<file path="config.mk">
export PLATFORM = sky130hd
export DESIGN_NAME = afjb_mod
export DESIGN_NICKNAME = d
export VERILOG_FILES = /design/src/sv/afjb_pkg.sv /design/src/sv/afjb_mod.sv
export SDC_FILE = /design/constraint.sdc
export NUM_CORES = 1
export LEC_CHECK = 0
export BUFFER_PORTS_ARGS = -buffer_cell sky130_fd_sc_hd__buf_2
export CAP_MARGIN = 0
export CELL_PAD_IN_SITES_DETAIL_PLACEMENT = 1
export CELL_PAD_IN_SITES_GLOBAL_PLACEMENT = 2
export CORE_MARGIN = 8
export CORE_UTILIZATION = 28
export DETAILED_ROUTE_END_ITERATION = 16
export PLACE_DENSITY_LB_ADDON = 0.1
export RECOVER_POWER = 100
export SYNTH_ARGS = -nofsm -noshare
export SYNTH_HDL_FRONTEND = slang
export SYNTH_SLANG_ARGS = --single-unit
</file>
<file path="constraint.sdc">
create_clock -name clk -period 1.3 [get_ports clk]
set_clock_uncertainty 0.2 [all_clocks]
set_input_delay 0.26 -clock clk [delete_from_list [all_inputs] [get_ports clk]]
set_output_delay 0.26 -clock clk [all_outputs]
set_load 0.02 [all_outputs]
</file>
<file path="src/sv/afjb_pkg.sv">
// Shared constants and codes for the adaptive frame jitter buffer.
package afjb_pkg;

    localparam int DEPTH_DEF         = 4096;
    localparam int PAYLOAD_BYTES_DEF = 8;

    localparam logic [7:0] FIRST_TARGET_RST = 8'd8;
    localparam logic [7:0] TARGET_STEP_RST  = 8'd4;
    localparam logic [7:0] MOST_TARGET_RST  = 8'd45;

    localparam logic [1:0] OP_STORE   = 2'd0;
    localparam logic [1:0] OP_REQUEST = 2'd1;
    localparam logic [1:0] OP_POLL    = 2'd2;
    localparam logic [1:0] OP_CLEAR   = 2'd3;

    localparam logic [1:0] REG_FIRST_TARGET = 2'd0;
    localparam logic [1:0] REG_TARGET_STEP  = 2'd1;
    localparam logic [1:0] REG_MOST_TARGET  = 2'd2;

    localparam logic [2:0] ST_NOT_READY    = 3'd0;
    localparam logic [2:0] ST_DELIVERED    = 3'd1;
    localparam logic [2:0] ST_PASS_THROUGH = 3'd2;
    localparam logic [2:0] ST_STARTED      = 3'd3;
    localparam logic [2:0] ST_IDLE         = 3'd4;
    localparam logic [2:0] ST_STORED       = 3'd5;
    localparam logic [2:0] ST_DROPPED      = 3'd6;

    localparam logic [12:0] BUFFERED_MAX = 13'd8191;
    localparam logic [15:0] STALL_MAX    = 16'hFFFF;

endpackage

</file>
<file path="src/sv/afjb_mod.sv">
// Three-stage frame number modulo store depth, by reciprocal multiplication.
module afjb_mod #(
    parameter int DEPTH = afjb_pkg::DEPTH_DEF,
    parameter int IW    = $clog2(DEPTH)
) (
    input  logic          clk,
    input  logic          rst_n,
    input  logic          start,
    input  logic [30:0]   value,
    output logic          done,
    output logic [IW-1:0] idx
);
    localparam int          SHIFT = 31 + IW;
    localparam logic [63:0] RECIP = (64'd1 << SHIFT) / DEPTH;
    localparam logic [31:0] MUL_K = RECIP[31:0];
    localparam logic [31:0] DEP32 = 32'(DEPTH);

    logic [2:0]    vld_reg;
    logic [62:0]   prod_reg;
    logic [30:0]   v1_reg;
    logic [30:0]   v2_reg;
    logic [31:0]   qd_reg;
    logic [IW-1:0] idx_reg;
    logic [30:0]   quot;
    logic [47:0]   qd_full;
    logic [31:0]   rem;
    logic [31:0]   rem_fix;

    always_comb
    begin
        quot    = 31'(prod_reg >> SHIFT);
        qd_full = 48'(quot) * 48'(DEPTH);
        rem     = {1'b0, v2_reg} - qd_reg;
        // The estimated quotient is at most one short, so one correction suffices.
        rem_fix = (rem >= DEP32) ? rem - DEP32 : rem;
    end

    always_ff @(posedge clk or negedge rst_n)
    begin
        if (!rst_n)
        begin
            vld_reg <= '0;
        end
        else
        begin
            vld_reg <= {vld_reg[1:0], start};
        end
    end

    always_ff @(posedge clk)
    begin
        prod_reg <= 63'(value) * 63'(MUL_K);
        v1_reg   <= value;
        qd_reg   <= qd_full[31:0];
        v2_reg   <= v1_reg;
        if (vld_reg[1])
        begin
            idx_reg <= rem_fix[IW-1:0];
        end
    end

    assign done = vld_reg[2];
    assign idx  = idx_reg;
endmodule

</file>
==> results of run 1 <==
## metal layers
layer | up-vias | GRT usage
li1 | 230 | -
met1 | 218 | 0.0391
met2 | 24 | 0.0943
met3 | 7 | 0.0440
met4 | 0 | 0.0600
met5 | - | 0
## synthesized netlist by cell type (all sizes together)
library cell | n | area, µm²
dfxtp | 24 | 480
edfxtp | 12 | 360
dfrtp | 3 | 75.1
## power breakdown
group / internal (mW) / leakage [nW] / switching (mW) / total, mW
clock: 0.318 / 0.0386 / 0.331 / 0.650
sequential: 1.31 / 0.355 / 0.0130 / 1.32
combinational: 0.0601 / 0.187 / 0.0380 / 0.0981
## through the flow
stage | TNS [ns] | cells | area [µm²] | utilization | hold WS [ns]
3_5_place_dp | 0 | 111 | 1110 | 0.362 | -0.140
4_1_cts | -0.576 | 133 | 1340 | 0.436 | 0.0306
3_3_place_gp | 0 | 111 | 1110 | 0.362 | -0.142
5_1_grt | -0.952 | 133 | 1380 | 0.449 | 0.0639
2_1_floorplan | 0 | 39 | 916 | - | -0.236
6_report | -0.228 | 133 | 1380 | 0.449 | 0.0669
## logic make-up after synthesis
logic type	after synthesis
flops	39
## repair_timing
item / CTS / global route
endpoints found under the setup margin: 13 / 13
hold endpoints to repair: 16 / 0
cloned: 0 / 0
hold buffers: 14 / 0
pin swaps: 0 / 0
resized for setup: 6 / 14
## worst paths after layout
kind	slack (ns)	cells past startpoint	start	to
max	-0.03	1	idx[6]	idx[6]
min	0.07	2	rst_n	vld_reg[0]
max reg2reg	0.16	1	vld_reg[1]	idx[2]
min reg2reg	0.14	0	v1_reg[4]	v2_reg[4]
max in group asynchronous	0.68	2	rst_n	vld_reg[1]
min in group clk	0.14	0	v1_reg[4]	v2_reg[4]
## final cells by class
type | count | area share
Sequential cell | 39 | 0.663
Tap cell | 44 | 0.0399
Clock buffer | 8 | 0.0498
Timing Repair Buffer | 42 | 0.247
==> run summary, run 1 <==
The run finished, with violations left. The final reports fail on negative setup slack. The run gives 0.600 as the last weighted congestion value of the routability-driven placer.

The top routing layer in use was met4. The tools report the total of warnings raised by yosys as 0. In this run the standard cell core region covers 0.00308 mm².

The die covers 0.00536 mm². The logs give 0.0577 for the global router's overall resource usage and 0 for the total overflow reported by the global router. In this run the tool buffered the top-level ports with 27 buffer cells.

The reported leakage power came out at 0.581 nW. The run gives 0 as the multi-input combinational cell count. At the later pin of the worst-skew pair, clock insertion delay measures 0.32 ns. The biggest cell delay along the critical path is 0.40 ns.

Clock root buffer: sky130_fd_sc_hd__clkbuf_4. Timing analysis after detailed placement gives a worst setup slack of 0.271 ns. The cell with the largest stage delay on the worst path is sky130_fd_sc_hd__edfxtp_1.

Transition time at the pin with the least slew margin: 0.315 ns. After the first detailed-routing iteration, the DRC count stood at 26. After synthesis, the mean cell area works out to 23.5 µm². Setup repair after global routing could not meet its margin everywhere. The run gives 20 as the number of standard-cell rows in the floorplan.

The peak fanout along the critical path is 1. The antenna diode count was 0; the vias after detailed routing was 479. The area growth from synthesis to final layout was 50.8%; the met3 routed wirelength was 146 µm. The initial core utilization came out at 0.298. The critical path arrival is 0.87 ns. For this block, wires on met1 add up to 435 µm.

The fraction of the mapped netlist area in compound gates came out at 0. Summed over all layers, the routed wires come to 1430 µm. The maximum number of pins on one net before global-route repair was 14; the fmax was 751 MHz. The number of buffers inserted during clock tree synthesis was 5. Clock-pin slew was measured on the worst setup and hold paths at 0.10 ns. In this design, the largest share of critical-path delay is due to flip-flops. For the sequential share of the synthesized area, the log shows 1.00. Setup violations remaining at the end of the flow were counted as 12. The logs give 800 µm for the met2 wirelength from detailed routing and 0.790 for the normalized max-slew margin.

The number of slew-limit violations in the final report was 0; the number of global-route vias before repair was 501. The final setup slack of the worst path came out at -0.0315 ns. The kind of critical path was register to output pin. The count of boundary I/O pins was 47; the data required time of the critical path was 0.84 ns. The number of buffer and inverter stages on the critical path was 1. The number of optimization iterations in the first detailed-route pass came out at 4. The basic-gate share of the synthesized area counting and, or, nand and nor cells is 0. Once the clock tree was built, the setup fixing pass inserted 0 buffers. The path class of the lowest-slack min-delay path was primary input to asynchronous set/reset pin. Final layout net count: 122.

The share of synthesized area spent on multiplexers is 0, and the count of cell types in the netlist is 3. Walking the worst path, the cells encountered are buf_6. The hold violation total from the final report came out at 0. Leaving out fill and tap cells, the most frequent cell in the layout is sky130_fd_sc_hd__dfxtp_1. The final worst-path cycle share was 1.02; the net count after synthesis was 73. Deepest clock path buffer count: 2. After detailed routing, the average wire length per cell comes to 10.8 µm. Vertical die dimension: 73.2 µm.

The count of nets left with antenna violations once routing finished came out at 0. TritonCTS built the clock tree. Synthesis inferred 39 register bits. The total number of clock tree sinks is 39, and the number of filler instances in the final layout is 315. Initial antenna violation count: 0. The worst-case IR drop observed on VDD is 0.718 mV. Via count normalized by instance count: 3.60.

The area used by sequential logic in the layout was 916 µm²; the level count of the clock H-tree was 2. The post-synthesis xor/xnor area fraction was 0; the first-pass GRT wire length was 2120 µm. The tools report the synthesized netlist cell count as 39. STA classifies the critical path endpoint as an output pin.

In this run the cell area of the synthesized design comes to 916 µm². The post-route total power was 2.07 mW; the final routed DRC violation total was 0. Subtracting the final worst setup slack from the clock period gives 1.33 ns. The area share of fa/ha/maj cells after synthesis works out to 0. In this run the horizontal extent of the chip is 73.2 µm. The fraction of final layout cells sized beyond drive strength 1 was 0.382; the total area of multi-input combinational cells was 0 µm². Kind of start point of the critical path: a register.

In the layout the commonest cells are sky130_fd_sc_hd__dfxtp_1, sky130_fd_sc_hd__buf_2, sky130_fd_sc_hd__dlygate4sd3_1. The total power divided by cell area was 1500 mW/mm²; the count of maximum capacitance violations was 0.
(Power assumes the default switching activity.)
==> run 2, diff against run 1 <==
- CORE_MARGIN: 8 -> 2
==> run summary, run 2 (same netlist as run 1, synthesis figures left out) <==
The run finished, with violations left. Failing checks: negative setup slack (unchanged). For the deepest clock path buffer count, the log shows 2 (unchanged).

The number of optimization iterations in the first detailed-route pass came out at 2 (was 4). The kind of cell adding the most delay to the critical path is flip-flops (unchanged). The area growth from synthesis to final layout works out to 49.7% (was 50.8%). The post-route antenna net violation count was 0 (unchanged). The number of buffer and inverter stages on the critical path came out at 1 (unchanged).

The path class of the lowest-slack min-delay path is primary input to asynchronous set/reset pin (unchanged). Vertical die dimension: 61.2 µm (was 73.2 µm). The biggest cell delay along the critical path is 0.40 ns (about the same). The worst hold margin was 0.0654 ns (was 0.0669 ns). Series of cell instances along the critical path: buf_6 (unchanged). The tools report the global router's overall resource usage as 0.0913 (was 0.0577).

Setup repair after global routing could not meet its margin everywhere. Summed negative setup slack over all endpoints: -0.248 ns (was -0.228 ns). The kind of start point of the critical path was a register (unchanged). The run gives 755 MHz (was 751 MHz) as the fmax.

The peak fanout along the critical path came out at 1 (unchanged). The final standard cell area without fillers came out at 0.00137 mm² (was 0.00138 mm²). The final setup slack of the worst path was -0.0253 ns (was -0.0315 ns). The critical path arrival is 0.87 ns (about the same), and the worst-case reg-to-reg path depth is 1 (unchanged). The tools report the detailed router's first-iteration violation count as 3 (was 26).

The run gives 0.783 (was 0.790) as the normalized max-slew margin. Post-detailed-route wirelength per cell: 10.0 µm (was 10.8 µm). Clock transition at the registers of the reported paths: 0.11 ns (was 0.10 ns).

For the final number of setup-violating endpoints, the log shows 13 (was 12). The tools report the number of standard-cell rows in the floorplan as 20 (unchanged). The count of buffers from port buffering works out to 27 (unchanged). The tools report the final layout net count as 122 (unchanged). The total number of clock tree sinks came out at 39 (unchanged). The category of the worst setup path capture point is an output pin (unchanged). The largest vdd supply drop is 0.779 mV (was 0.718 mV), and the count of boundary I/O pins is 47 (unchanged). The data required time of the critical path came out at 0.84 ns (about the same). Hold violation total from the final report: 0 (unchanged). The fraction of final layout cells sized beyond drive strength 1 works out to 0.393 (was 0.382). The vias after detailed routing is 475 (was 479), and the die width is 61.2 µm (was 73.2 µm). The run gives 0 (unchanged) as the count of maximum capacitance violations.

The post-detailed-placement cell area was 0.00111 mm² (unchanged). The logic depth of the worst setup path including buffers came out at 1 (unchanged). The number of global-route vias before repair was 527 (was 501).

For the total overflow reported by the global router, the log shows 0 (unchanged). The run gives 0.579 nW (was 0.581 nW) as the reported leakage power. The kind of critical path is register to output pin (unchanged). For the multi-input combinational cell count, the log shows 0 (unchanged).

The via count normalized by instance count was 3.57 (was 3.60). The leading cell type in the layout, fill and taps excluded is sky130_fd_sc_hd__dfxtp_1 (unchanged). Post-layout minimum cycle time: 1.33 ns (about the same). The number of buffers inserted during clock tree synthesis is 5 (unchanged), and the aggregate routed wire length is 1340 µm (was 1430 µm). The level count of the clock H-tree was 2 (unchanged). TritonCTS built the clock tree.

The transition time at the pin with the least slew margin came out at 0.325 ns (was 0.315 ns). For the first-pass GRT wire length, the log shows 2130 µm (was 2120 µm). The antenna diode count was 0 (unchanged); the total power divided by cell area was 1440 mW/mm² (was 1500 mW/mm²).

The logs give 0.660 (was 0.600) for the last weighted congestion value of the routability-driven placer and 14 (unchanged) for the maximum number of pins on one net before global-route repair. For the core area, the log shows 0.00308 mm² (unchanged). Cell with the largest stage delay on the worst path: sky130_fd_sc_hd__edfxtp_1 (unchanged). The initial core utilization is 0.298 (unchanged). The clock root buffer is sky130_fd_sc_hd__clkbuf_4 (unchanged). The number of slew-limit violations in the final report is 0 (unchanged), and the post-CTS setup buffer count is 0 (unchanged).

Most frequent cells in the layout: sky130_fd_sc_hd__dfxtp_1, sky130_fd_sc_hd__buf_2, sky130_fd_sc_hd__dlygate4sd3_1 (unchanged). For the initial antenna violation count, the log shows 0 (unchanged). Total area of multi-input combinational cells: 0 µm² (unchanged). The final routed DRC violation total is 0 (unchanged), and the source-to-sink clock delay at the later pin of the worst-skew pair is 0.32 ns (about the same). The area of the die came out at 0.00374 mm² (was 0.00536 mm²). Final worst-path cycle share: 1.02 (about the same).
run 2: cell types whose count changed in the layout (fill, tap and decap cells not counted), sizes merged:
cell	previous run	this run
clkinv	0	3
clkbuf	10	7
run 2: cell type report:
| cell class | instances | area, µm² |
|---|---|---|
| clock buffers | 5 | 37.5 |
| clock inverters | 3 | 15.0 |
| fillers | 321 | 1710 |
| flip-flops and latches | 39 | 916 |
| well taps | 44 | 55.1 |
| repair buffers | 42 | 348 |
run 2: worst paths after layout:
check / startpoint / end / slack (ns)
min in group clk: v1_reg[1] / v2_reg[1] / 0.14
worst min register to register: v1_reg[1] / v2_reg[1] / 0.14
worst min-delay path: rst_n / vld_reg[2] / 0.07
worst max-delay path: idx[9] / idx[9] / -0.03
max in group asynchronous: rst_n / vld_reg[1] / 0.68
worst max register to register: vld_reg[1] / idx[11] / 0.15
run 2: what timing repair did:
| item | in CTS | in global routing |
|---|---|---|
| endpoints found under the setup margin | 13 | 13 |
| endpoints found under the hold margin | 16 | 0 |
| gates resized for setup | 2 | 20 |
| hold buffers | 14 | 0 |
run 2: where the power goes:
part / switching (mW) / total (mW) / internal (mW)
sequential: 0.0146 / 1.33 / 1.31
clock: 0.352 / 0.553 / 0.201
combinational: 0.0379 / 0.0989 / 0.0610
total: 0.404 / 1.98 / 1.57
run 2: routing by layer:
| layer | up-vias | wire, µm | GRT usage |
|---|---|---|---|
| met5 | - | 0 | 0 |
| met4 | 0 | 34 | 0.0745 |
| met3 | 5 | 80 | 0.0441 |
| met2 | 21 | 818 | 0.170 |
| met1 | 220 | 401 | 0.0674 |
| li1 | 229 | - | - |
run 2: stage by stage:
stage | util | cells | setup slack, ns | power, mW
5_1_grt | 0.446 | 133 | -0.0937 | 2.08
3_3_place_gp | 0.362 | 111 | 0.276 | 1.40
6_report | 0.446 | 133 | -0.0253 | 1.98
2_1_floorplan | - | 39 | 0.206 | 1.37
3_5_place_dp | 0.362 | 111 | 0.275 | 1.41
4_1_cts | 0.426 | 133 | -0.0792 | 2.00
==> run 3, diff against run 2 <==
- SKIP_CTS_REPAIR_TIMING: unset -> 1
==> run summary, run 3 (same netlist as run 1, synthesis figures left out) <==
Kind of critical path: register to output pin (unchanged). The count of buffers from port buffering was 27 (unchanged). Kind of cell adding the most delay to the critical path: flip-flops (unchanged).

The antenna diode count is 0 (unchanged), and the fraction of final layout cells sized beyond drive strength 1 is 0.393 (unchanged). The post-route antenna net violation count was 0 (unchanged). For the level count of the clock H-tree, the log shows 2 (unchanged). For the total number of clock tree sinks, the log shows 39 (unchanged). Number of global-route vias before repair: 456 (was 527). The run finished, with violations left. The tools report the largest vdd supply drop as 0.778 mV (was 0.779 mV). Setup repair after global routing could not meet its margin everywhere.

The tools report the number of optimization iterations in the first detailed-route pass as 2 (unchanged). The total power divided by cell area was 1440 mW/mm² (about the same); the number of standard-cell rows in the floorplan was 20 (unchanged). The run gives 0.32 ns (about the same) as the source-to-sink clock delay at the later pin of the worst-skew pair. The path class of the lowest-slack min-delay path was primary input to asynchronous set/reset pin (unchanged).

The run gives 122 (unchanged) as the final layout net count. The tools report the data required time of the critical path as 0.84 ns (about the same). The critical path arrival was 0.87 ns (about the same).

The die width works out to 61.2 µm (unchanged). The number of buffer and inverter stages on the critical path is 1 (unchanged), and the initial core utilization is 0.298 (unchanged). Series of cell instances along the critical path: buf_6 (unchanged). For the core area, the log shows 0.00308 mm² (unchanged). The clock root buffer was sky130_fd_sc_hd__clkbuf_4 (unchanged). The initial antenna violation count was 0 (unchanged). The final number of setup-violating endpoints is 13 (unchanged), and the peak fanout along the critical path is 1 (unchanged). The total area of multi-input combinational cells is 0 µm² (unchanged). The run gives 5 (unchanged) as the number of buffers inserted during clock tree synthesis. Biggest cell delay along the critical path: 0.40 ns (about the same). The post-detailed-route wirelength per cell works out to 9.83 µm (was 10.0 µm).

Last weighted congestion value of the routability-driven placer: 0.660 (unchanged). The post-layout minimum cycle time is 1.33 ns (about the same), and the vias after detailed routing is 471 (was 475). Clock transition at the registers of the reported paths: 0.11 ns (about the same). The fraction of met3 tracks used by global routing is 0.0441 (unchanged), and the global router's overall resource usage is 0.0798 (was 0.0913). The met2 routing resource usage after global routing was 0.140 (was 0.170); the fmax was 755 MHz (about the same).

The kind of start point of the critical path was a register (unchanged). Final routed DRC violation total: 0 (unchanged). The via count normalized by instance count was 3.54 (was 3.57); the number of slew-limit violations in the final report was 0 (unchanged). The most used routing layer is met2 (unchanged). The aggregate routed wire length was 1310 µm (was 1340 µm); the deepest clock path buffer count was 2 (unchanged). The tools report the normalized max-slew margin as 0.783 (about the same). Multi-input combinational cell count: 0 (unchanged). The vertical die dimension came out at 61.2 µm (unchanged). TritonCTS built the clock tree. The leading cell type in the layout, fill and taps excluded is sky130_fd_sc_hd__dfxtp_1 (unchanged). The transition time at the pin with the least slew margin came out at 0.326 ns (was 0.325 ns). For the global-route met1 utilization, the log shows 0.0593 (was 0.0674).

The cell with the largest stage delay on the worst path was sky130_fd_sc_hd__edfxtp_1 (unchanged). The logs give 0.00374 mm² (unchanged) for the area of the die and 0.579 nW (unchanged) for the reported leakage power. The final worst-path cycle share came out at 1.02 (about the same). The area growth from synthesis to final layout was 49.7% (unchanged); the post-detailed-placement cell area was 0.00111 mm² (unchanged). The count of maximum capacitance violations was 0 (unchanged). The post-route total power was 1.98 mW (about the same); the first-pass GRT wire length was 1840 µm (was 2130 µm). The final standard cell area without fillers was 0.00137 mm² (unchanged); the hold violation total from the final report was 0 (unchanged).

The final setup slack of the worst path is -0.0250 ns (was -0.0253 ns). Most frequent cells in the layout: sky130_fd_sc_hd__dfxtp_1, sky130_fd_sc_hd__buf_2, sky130_fd_sc_hd__dlygate4sd3_1 (unchanged). For the detailed router's first-iteration violation count, the log shows 2 (was 3). The tools report the category of the worst setup path capture point as an output pin (unchanged). Failing checks: negative setup slack (unchanged). The count of boundary I/O pins came out at 47 (unchanged). The logs give 0 (unchanged) for the total overflow reported by the global router and 14 (unchanged) for the maximum number of pins on one net before global-route repair.
## run 3: cell counts in the layout (fill, tap and decap cells not counted)
No cell type changed its count.
## run 3: through the flow
stage	utilization	worst slack [ns]	hold slack, ns	setup TNS, ns	cells
finish	0.446	-0.0250	0.0653	-0.242	133
global route	0.446	-0.0937	0.0689	-1.07	133
CTS	0.379	-0.0792	-0.512	-0.575	119
detailed placement	0.362	0.275	-0.142	0	111
global placement	0.362	0.276	-0.144	0	111
floorplan	-	0.206	-0.236	0	39
## run 3: report_power, final
part | switching [mW] | internal [mW]
sequential | 0.0145 | 1.31
clock | 0.350 | 0.201
combinational | 0.0374 | 0.0610
total | 0.402 | 1.57
## run 3: cell type report
class | count | area (µm²)
fill | 325 | 1710
sequential | 39 | 916
timing repair buffer | 42 | 348
tap | 44 | 55.1
clock buffer | 5 | 37.5
clock inverter | 3 | 15.0
## run 3: path summary, 6_finish.rpt
check                           start         end  slack (ns)  cells after the start
max                            idx[9]      idx[9]       -0.03                      1
min                             rst_n  vld_reg[2]        0.07                      2
max reg2reg                vld_reg[1]      idx[7]        0.14                      1
min reg2reg                 v1_reg[3]   v2_reg[3]        0.13                      0
max in group asynchronous       rst_n  vld_reg[1]        0.68                      2
min in group clk            v1_reg[3]   v2_reg[3]        0.13                      0
## run 3: per-layer routing
layer | share of wire | vias up
met5 | 0 | -
li1 | - | 229
met2 | 0.60 | 21
met3 | 0.061 | 5
met1 | 0.31 | 216
met4 | 0.026 | 0
